--- src/hdl/lgm_pkg.sv ---
package lgm_pkg;

  // word operation
  typedef enum logic [1:0] {
    OP_CLEAR  = 2'd0,
    OP_APPEND = 2'd1,
    OP_TEXT   = 2'd2,
    OP_END    = 2'd3
  } op_t;

  // pattern element kind
  typedef enum logic [1:0] {
    KIND_LIT   = 2'd0,
    KIND_ONE   = 2'd1,
    KIND_ANY   = 2'd2,
    KIND_EMPTY = 2'd3
  } kind_t;

  // utf-8 continuation byte is 10xxxxxx
  localparam logic [7:0] CONT_MASK  = 8'hC0;
  localparam logic [7:0] CONT_VALUE = 8'h80;

  // broadcast from the top level to every cell
  typedef struct packed {
    logic       text;
    logic       restart;
    logic       append;
    logic       clear;
    logic       cont;
    logic       start;
    kind_t      kind;
    logic       bend;
    logic [7:0] data;
  } cell_ctl_t;

  // handed from one cell to its neighbor
  typedef struct packed {
    logic valid;
    logic last;
  } cell_lnk_t;

  // one result word
  typedef struct packed {
    logic matched;
    logic status;
  } result_t;

endpackage

--- src/hdl/lgm_cell.sv ---
module lgm_cell (
  input  logic              clk,
  input  logic              rst_n,
  input  lgm_pkg::cell_ctl_t ctl,
  input  lgm_pkg::cell_lnk_t prev_lnk,
  input  logic              next_valid,
  input  logic              clo_prev,
  input  logic              clo_self,
  output lgm_pkg::cell_lnk_t lnk,
  output logic              gen,
  output logic              prop,
  output logic              hit,
  output logic              act,
  output logic              cip
);

  lgm_pkg::kind_t kind_r;
  logic           bend_r;
  logic [7:0]     byte_r;
  logic           valid_r, valid_nxt;
  logic           act_r, act_nxt;
  logic           cip_r, cip_nxt;

  logic boundary, pass, settled, reach, lit, pend, wr;

  // element local terms
  assign boundary = prev_lnk.last;
  assign pass     = (kind_r == lgm_pkg::KIND_ANY) || (kind_r == lgm_pkg::KIND_EMPTY);
  assign settled  = act_r | (cip_r & ~ctl.cont);
  assign reach    = boundary ? ctl.start : clo_prev;

  // carry terms for the closure scan
  assign gen  = valid_r & (settled | (boundary & ctl.start & pass));
  assign prop = valid_r & ~boundary & pass;

  // step terms
  assign lit  = (kind_r == lgm_pkg::KIND_LIT) & reach & (byte_r == ctl.data);
  assign pend = (ctl.cont & cip_r) | ((kind_r == lgm_pkg::KIND_ONE) & reach) |
                ((kind_r == lgm_pkg::KIND_ANY) & clo_self);

  // neighbor link and branch end
  assign lnk.valid = valid_r;
  assign lnk.last  = valid_r & (bend_r | ~next_valid);
  assign hit       = lnk.last & clo_self;
  assign act       = act_r;
  assign cip       = cip_r;

  // this cell takes the next appended element
  assign wr = ctl.append & prev_lnk.valid & ~valid_r;

  // next state
  always_comb begin
    valid_nxt = valid_r;
    act_nxt   = act_r;
    cip_nxt   = cip_r;
    if (ctl.clear) begin
      valid_nxt = 1'b0;
    end else if (wr) begin
      valid_nxt = 1'b1;
    end
    if (ctl.restart) begin
      act_nxt = 1'b0;
      cip_nxt = 1'b0;
    end else if (ctl.text) begin
      act_nxt = valid_r & lit;
      cip_nxt = valid_r & pend;
    end
  end

  always_ff @(posedge clk) begin
    if (!rst_n) begin
      valid_r <= 1'b0;
      act_r   <= 1'b0;
      cip_r   <= 1'b0;
    end else begin
      valid_r <= valid_nxt;
      act_r   <= act_nxt;
      cip_r   <= cip_nxt;
    end
  end

  // element storage
  always_ff @(posedge clk) begin
    if (wr) begin
      kind_r <= ctl.kind;
      bend_r <= ctl.bend;
      byte_r <= ctl.data;
    end
  end

endmodule

--- src/hdl/lgm_scan.sv ---
module lgm_scan #(
  parameter int N = 64
) (
  input  logic [N-1:0] gen,
  input  logic [N-1:0] prop,
  output logic [N-1:0] carry
);

  localparam int LVL = $clog2(N);

  logic [N-1:0] g_s [LVL+1];
  logic [N-1:0] p_s [LVL+1];

  assign g_s[0] = gen;
  assign p_s[0] = prop;

  // parallel prefix over (generate, propagate) pairs
  for (genvar lv = 0; lv < LVL; lv++) begin : g_lvl
    localparam int D = 1 << lv;
    for (genvar i = 0; i < N; i++) begin : g_bit
      if (i >= D) begin : g_comb
        assign g_s[lv+1][i] = g_s[lv][i] | (p_s[lv][i] & g_s[lv][i-D]);
        assign p_s[lv+1][i] = p_s[lv][i] & p_s[lv][i-D];
      end else begin : g_pass
        assign g_s[lv+1][i] = g_s[lv][i];
        assign p_s[lv+1][i] = p_s[lv][i];
      end
    end
  end

  assign carry = g_s[LVL];

endmodule

--- src/hdl/lgm_outq.sv ---
module lgm_outq (
  input  logic             clk,
  input  logic             rst_n,
  input  logic             push,
  input  lgm_pkg::result_t push_word,
  input  logic             out_stall,
  output logic             full,
  output logic             out_valid,
  output lgm_pkg::result_t out_word
);

  typedef enum logic [2:0] {
    Q_EMPTY = 3'b001,
    Q_ONE   = 3'b010,
    Q_FULL  = 3'b100
  } q_state_t;

  q_state_t         count_r, count_nxt;
  lgm_pkg::result_t e0_r, e0_nxt;
  lgm_pkg::result_t e1_r, e1_nxt;
  logic             pop;

  assign out_valid = (count_r != Q_EMPTY);
  assign out_word  = e0_r;
  assign full      = (count_r == Q_FULL);
  assign pop       = out_valid & ~out_stall;

  // two-entry queue, head in e0
  always_comb begin
    count_nxt = count_r;
    e0_nxt    = e0_r;
    e1_nxt    = e1_r;
    unique case (count_r)
      Q_EMPTY: begin
        if (push) begin
          e0_nxt    = push_word;
          count_nxt = Q_ONE;
        end
      end
      Q_ONE: begin
        if (push && pop) begin
          e0_nxt = push_word;
        end else if (push) begin
          e1_nxt    = push_word;
          count_nxt = Q_FULL;
        end else if (pop) begin
          count_nxt = Q_EMPTY;
        end
      end
      Q_FULL: begin
        if (pop) begin
          e0_nxt    = e1_r;
          count_nxt = Q_ONE;
        end
      end
      default: begin
        count_nxt = Q_EMPTY;
      end
    endcase
  end

  always_ff @(posedge clk) begin
    if (!rst_n) begin
      count_r <= Q_EMPTY;
    end else begin
      count_r <= count_nxt;
    end
  end

  always_ff @(posedge clk) begin
    e0_r <= e0_nxt;
    e1_r <= e1_nxt;
  end

endmodule

--- src/hdl/like_glob_matcher.sv ---
// Whole-text LIKE matcher over OR-ed glob branches.
// Input channel (in_valid / in_stall) carries one word per item: clear the
// pattern, append one element, one text byte, or end of text. Every accepted
// word gives exactly one result word on the output channel (out_valid /
// out_stall): matched is set only on end of text, status flags an append
// dropped because all PATTERN_DEPTH elements are in use.
// cfg_we / cfg_wdata write utf8_mode (1 = UTF-8 code points, 0 = Latin-1);
// write it only while no word is in flight.
// Each pattern element lives in its own cell; a text byte updates all cells
// in the cycle it is accepted, with the run-closure across wildcard chains
// resolved by a log2(PATTERN_DEPTH)-level prefix network between the cells.
// Throughput is one word per cycle while in_stall is low. Results are
// registered in a two-entry output queue, so the input keeps flowing while
// one result waits; in_stall rises only when both entries are held by a
// stalled receiver.
// Reset (rst_n low, synchronous) empties the pattern and the queue, clears
// all active positions and sets utf8_mode to 1.
module like_glob_matcher #(
  parameter int PATTERN_DEPTH = 64
) (
  input  logic       clk,
  input  logic       rst_n,
  input  logic       in_valid,
  output logic       in_stall,
  input  logic [1:0] in_opcode,
  input  logic [1:0] in_elem_kind,
  input  logic       in_elem_branch_end,
  input  logic [7:0] in_data_byte,
  output logic       out_valid,
  input  logic       out_stall,
  output logic       out_matched,
  output logic       out_status,
  input  logic       cfg_we,
  input  logic       cfg_wdata
);

  localparam int N = PATTERN_DEPTH;

  lgm_pkg::op_t       op;
  lgm_pkg::cell_ctl_t ctl;
  lgm_pkg::cell_lnk_t lnk [N];
  lgm_pkg::result_t   res, out_word;
  logic               in_acc, q_full, start_r, start_nxt, utf8_r;
  logic [N-1:0]       gen, prop, carry, hit, vld, act, cip;

  assign op       = lgm_pkg::op_t'(in_opcode);
  assign in_stall = q_full;
  assign in_acc   = in_valid & ~in_stall;

  // broadcast control for this cycle's word
  always_comb begin
    ctl.text    = in_acc & (op == lgm_pkg::OP_TEXT);
    ctl.restart = in_acc & (op != lgm_pkg::OP_TEXT);
    ctl.append  = in_acc & (op == lgm_pkg::OP_APPEND);
    ctl.clear   = in_acc & (op == lgm_pkg::OP_CLEAR);
    ctl.cont    = ctl.text & utf8_r &
                  ((in_data_byte & lgm_pkg::CONT_MASK) == lgm_pkg::CONT_VALUE);
    ctl.start   = start_r;
    ctl.kind    = lgm_pkg::kind_t'(in_elem_kind);
    ctl.bend    = in_elem_branch_end;
    ctl.data    = in_data_byte;
  end

  // row of element cells
  for (genvar i = 0; i < N; i++) begin : g_cell
    lgm_pkg::cell_lnk_t prev_lnk;
    logic               next_valid, clo_prev;

    if (i == 0) begin : g_head
      assign prev_lnk = '{valid: 1'b1, last: 1'b1};
      assign clo_prev = 1'b0;
    end else begin : g_body
      assign prev_lnk = lnk[i-1];
      assign clo_prev = carry[i-1];
    end

    if (i == N - 1) begin : g_tail
      assign next_valid = 1'b0;
    end else begin : g_mid
      assign next_valid = lnk[i+1].valid;
    end

    lgm_cell u_cell (
      .clk        (clk),
      .rst_n      (rst_n),
      .ctl        (ctl),
      .prev_lnk   (prev_lnk),
      .next_valid (next_valid),
      .clo_prev   (clo_prev),
      .clo_self   (carry[i]),
      .lnk        (lnk[i]),
      .gen        (gen[i]),
      .prop       (prop[i]),
      .hit        (hit[i]),
      .act        (act[i]),
      .cip        (cip[i])
    );

    assign vld[i] = lnk[i].valid;
  end

  // closure across wildcard and empty runs
  lgm_scan #(.N(N)) u_scan (
    .gen   (gen),
    .prop  (prop),
    .carry (carry)
  );

  // result word
  assign res.matched = in_acc & (op == lgm_pkg::OP_END) & (|hit);
  assign res.status  = ctl.append & vld[N-1];

  lgm_outq u_outq (
    .clk       (clk),
    .rst_n     (rst_n),
    .push      (in_acc),
    .push_word (res),
    .out_stall (out_stall),
    .full      (q_full),
    .out_valid (out_valid),
    .out_word  (out_word)
  );

  assign out_matched = out_word.matched;
  assign out_status  = out_word.status;

  // start-of-text flag
  always_comb begin
    start_nxt = start_r;
    if (ctl.text) begin
      start_nxt = 1'b0;
    end else if (ctl.restart) begin
      start_nxt = 1'b1;
    end
  end

  always_ff @(posedge clk) begin
    if (!rst_n) begin
      start_r <= 1'b1;
      utf8_r  <= 1'b1;
    end else begin
      start_r <= start_nxt;
      if (cfg_we) begin
        utf8_r <= cfg_wdata;
      end
    end
  end

  // checks
  a_stall_has_backlog: assert property (@(posedge clk) disable iff (!rst_n)
    in_stall |-> out_valid)
    else $error("input stalled with no result waiting");

  a_store_prefix: assert property (@(posedge clk) disable iff (!rst_n)
    ((vld >> 1) & ~vld) == '0)
    else $error("element cells not filled as a prefix");

  a_active_in_store: assert property (@(posedge clk) disable iff (!rst_n)
    ((act | cip) & ~vld) == '0)
    else $error("active position beyond the stored pattern");

  a_restart_clears: assert property (@(posedge clk) disable iff (!rst_n)
    ctl.restart |=> (start_r && act == '0 && cip == '0))
    else $error("text not restarted after a non-text word");

endmodule
--- config.mk ---
export PLATFORM = sky130hd
export DESIGN_NAME = like_glob_matcher
export DESIGN_NICKNAME = d
export VERILOG_FILES = /design/src/hdl/lgm_pkg.sv /design/src/hdl/lgm_cell.sv /design/src/hdl/lgm_scan.sv /design/src/hdl/lgm_outq.sv /design/src/hdl/like_glob_matcher.sv
export SDC_FILE = /design/constraint.sdc
export NUM_CORES = 2
export LEC_CHECK = 0
export BUFFER_PORTS_ARGS = -buffer_cell sky130_fd_sc_hd__buf_2
export CELL_PAD_IN_SITES_DETAIL_PLACEMENT = 0
export CELL_PAD_IN_SITES_GLOBAL_PLACEMENT = 2
export CORE_ASPECT_RATIO = 1.4
export CORE_MARGIN = 3
export CORE_UTILIZATION = 47
export CTS_CLUSTER_SIZE = 20
export DETAILED_ROUTE_END_ITERATION = 8
export PLACE_DENSITY = 0.84
export SLEW_MARGIN = 30
export SYNTH_ARGS = -nofsm -noshare
export SYNTH_HDL_FRONTEND = slang
export SYNTH_SLANG_ARGS = --single-unit
--- constraint.sdc ---
create_clock -name clk -period 7.9 [get_ports clk]
set_input_delay 0.395 -clock clk [delete_from_list [all_inputs] [get_ports clk]]
set_output_delay 0.395 -clock clk [all_outputs]
set_load 0.01 [all_outputs]
==> impl_metrics.ini <==
[setup_path]
end_kind = flop
startpoint_type = flop
arrival_ns = 6.05
path_cells = or3b_1 -> inv_8 -> nor3_4 -> buf_4 -> o221ai_1 -> a211oi_1 -> o21ai_0 -> a32o_1 -> a211oi_1 -> o21ba_2 -> o21a_1 -> o2111ai_1 -> nor4_2 -> o21ai_1
worstPathRequired_ns = 8.31
critPathKind = flop to flop
cp_max_fo = 38
slowest_delay_ns = 0.66
crit_top_cell = a211oi_1
critPathSlowestCell = a211oi_1

[timing]
tightestPinTransition_ns = 1.06
skew_ns = 0.0299
slew_viol_final = 0
timing.final.hold_violations = 0
fin_tns_setup_ns = 0
setup_violations = 0
rsz0062_at_grt = false
fin_crit_ns = 5.64
max-slew-margin-rel_pct = 29.4
max_freq_mhz = 177
finalWorstSetupSlack_ns = 2.26
fin_crit_sh_pct = 71.4

[clock_tree]
ctsResizeCount = 0
cts_setup_buffers = 0
clk_path_buf_depth = 3
path_clk_slew_ns = 0.07
tritoncts = built
cts_inserted_buffers = 89
cts_root_buf = clkbuf_16
cts_sinks = 904
htree_levels = 3
clock_latency_ns = 0.70

[grt]
grt_antenna_before_repair = 1
grt_util_all_layers_pct = 27.9
overflow = 0
grt_pass1_wl_mm = 206
grt_max_degree = 69
grt_pass1_vias = 32296

[yosys]
synth_top_family_by_area = simple AND/OR/NAND/NOR gates
yosysSeqAreaShare_pct = 57.3
synth-simple-area-share_pct = 15.0
syn_area_sq_mm = 0.0440
postSynthAreaPerCell_sq_um = 11.0
netlist_instances = 4002
async_reset_ff_share_pct = 0
synthAdderAreaFrac_pct = 0
synthMuxAreaShare_pct = 0.464
yosys_warnings = 0
synth_nets = 4021
synth_seq_cells = 904
synth_edf_count = 707
synth_cell_types = 98
synth_compound_area_share_pct = 14.3
synth_xor_area_share_pct = 10.2
synthFlopType = edfxtp_1

[outcome]
run_status = finished, final reports clean

[cells_and_area]
num-nets-final = 3986
diodes = 0
syn2layout_area_growth_pct = 10.6
num-fill-cells = 8230
layout_common_cells = edfxtp_1 (707), nand2_1 (356), xnor2_1 (268)
final_common_cell = edfxtp_1
layoutNonFillerInstCount = 5250
drive_above_1_share_pct = 7.79

[pwr]
p_per_area_mw_per_mm2 = 209
intPower_w = 0.00792
vdd_drop_max_mv = 0.246
power_frac_comb_pct = 4.4
p_leak_nw = 15.0
switching_power_w = 0.00224
power_frac_seq_pct = 50.9
p_clk_share_pct = 44.8
switching_share_pct = 22.0

[detailed_routing]
totalWireLength_mm = 137
drt_iter0_drc = 2390
wl_per_cell_um = 26.1
drt-vias-per-instance = 6.16
vias = 32362
antenna_left = 0
firstDrtPassIters = 5
remaining_drc_errors = 0

[placement]
io_buffers = 22
place_inst = 5078
dp_slack_ns = 2.24
hpwl_mm = 95.2
place_congestion = 0.946

[die]
core_sq_mm = 0.0927
num_io_pins = 23
die_w_um = 264
initial_core_util_pct = 47.4
fp.dieH_um = 368
die-area_sq_mm = 0.0973
rows = 132

[worst_hold_path]
worst_hold_path_type = input port to flop

[flow_run]
maxCapViolCount = 0
==> per-layer routing <==
metal / global-route usage [%] / part of all wire [%]
met5: 0 / 0
met4: 10.1 / 3.3
met3: 3.16 / 3.9
met2: 51.4 / 53
met1: 33.5 / 40
==> synth_stat cells, types with 91 or more instances <==
library cell    n  share of area, %
xnor2_1       268               5.3
nor4_1         92               1.3
clkbuf_1      161               1.4
o21ai_0       246               2.8
nand2_1       357               3.0
edfxtp_1      707                48
nor3_1         91               1.0
xor2_1        245               4.9
nand4_1        91               1.3
dfxtp_1       197               9.0
a21oi_1       259               2.9
nand3_1       153               1.7
nor2_1        300               2.6
inv_1         102              0.87
==> registers in the layout, indices dropped and copies added (netlist names) <==
name and cells:
utf8_r 1, g_cell.u_cell.byte_r 512, g_cell.u_cell.cip 64, u_outq.e1_r 2, g_cell.u_cell.bend_r 63, start_r 1
g_cell.u_cell.valid_r 64, u_outq.count_r 3, g_cell.u_cell.kind_r 128, g_cell.u_cell.act 64, u_outq.out_word 2
==> worst paths after layout <==
kind / end / start / slack [ns] / depth (start not counted)
max: u_outq.out_word[1]$_DFFE_PP_ / u_outq.count_r[2]$_SDFFE_PN0P_ / 2.26 / 14
min reg2reg: u_outq.count_r[2]$_SDFFE_PN0P_ / u_outq.count_r[0]$_SDFFE_PN1P_ / 0.47 / 1
min: g_cell[12].u_cell.byte_r[6]$_DFFE_PP_ / in_data_byte[6] / 0.1 / 1
max reg2reg: u_outq.out_word[1]$_DFFE_PP_ / u_outq.count_r[2]$_SDFFE_PN0P_ / 2.26 / 14
==> cell families (layout without fill, tap and decap cells) <==
group | after synthesis | count (layout)
compound gates | 947 | 947
xor+xnor | 513 | 513
buf+inv | 312 | 354
flops | 904 | 904
mux | 20 | 20
simple gates | 1306 | 1306
==> through the flow <==
stage                     utilization [%]  hold WS, ns  cell area [sq um]  power [W]
final                                52.5       0.0955              48600     0.0102
after global routing                 52.5       0.0799              48600     0.0104
after floorplan                         -        0.428              44000    0.00551
after detailed placement             48.9        0.460              45300    0.00571
after global placement               48.9        0.454              45300    0.00571
after CTS                            52.4       0.0594              48500     0.0102
==> repair_timing <==
item                                    in CTS  in global routing
hold buffers                                 3                  0
hold endpoints to repair                     2                  0
endpoints found under the setup margin       0                  0
==> power by group through the flow <==
stage               Combinational, W  Clock (W)  Sequential (W)
floorplan                   0.000255          0         0.00526
finish                      0.000443    0.00454         0.00516
detailed placement          0.000445          0         0.00527
global route                0.000478    0.00480         0.00516
CTS                         0.000447    0.00462         0.00516
global placement            0.000438          0         0.00527
==> cell type report <==
class	instances	area, sq um	share of cell area (%)
Clock buffer	111	2350	4.84
Clock inverter	57	796	1.64
Inverter	103	394	0.811
Timing Repair Buffer	83	671	1.38
Tap cell	1206	1510	3.10
Multi-Input combinational cell	2786	17700	36.4
Sequential cell	904	25200	51.8
==> worst max-delay path: cells and delay by family, from the launching register on <==
family	cells	cell delay (ns)
AOI/OAI and AO/OA	9	3.17
and+or+nand+nor	3	1.09
buffers and inverters	2	0.67
DFF	1	0.35
(Power assumes the default switching activity.)
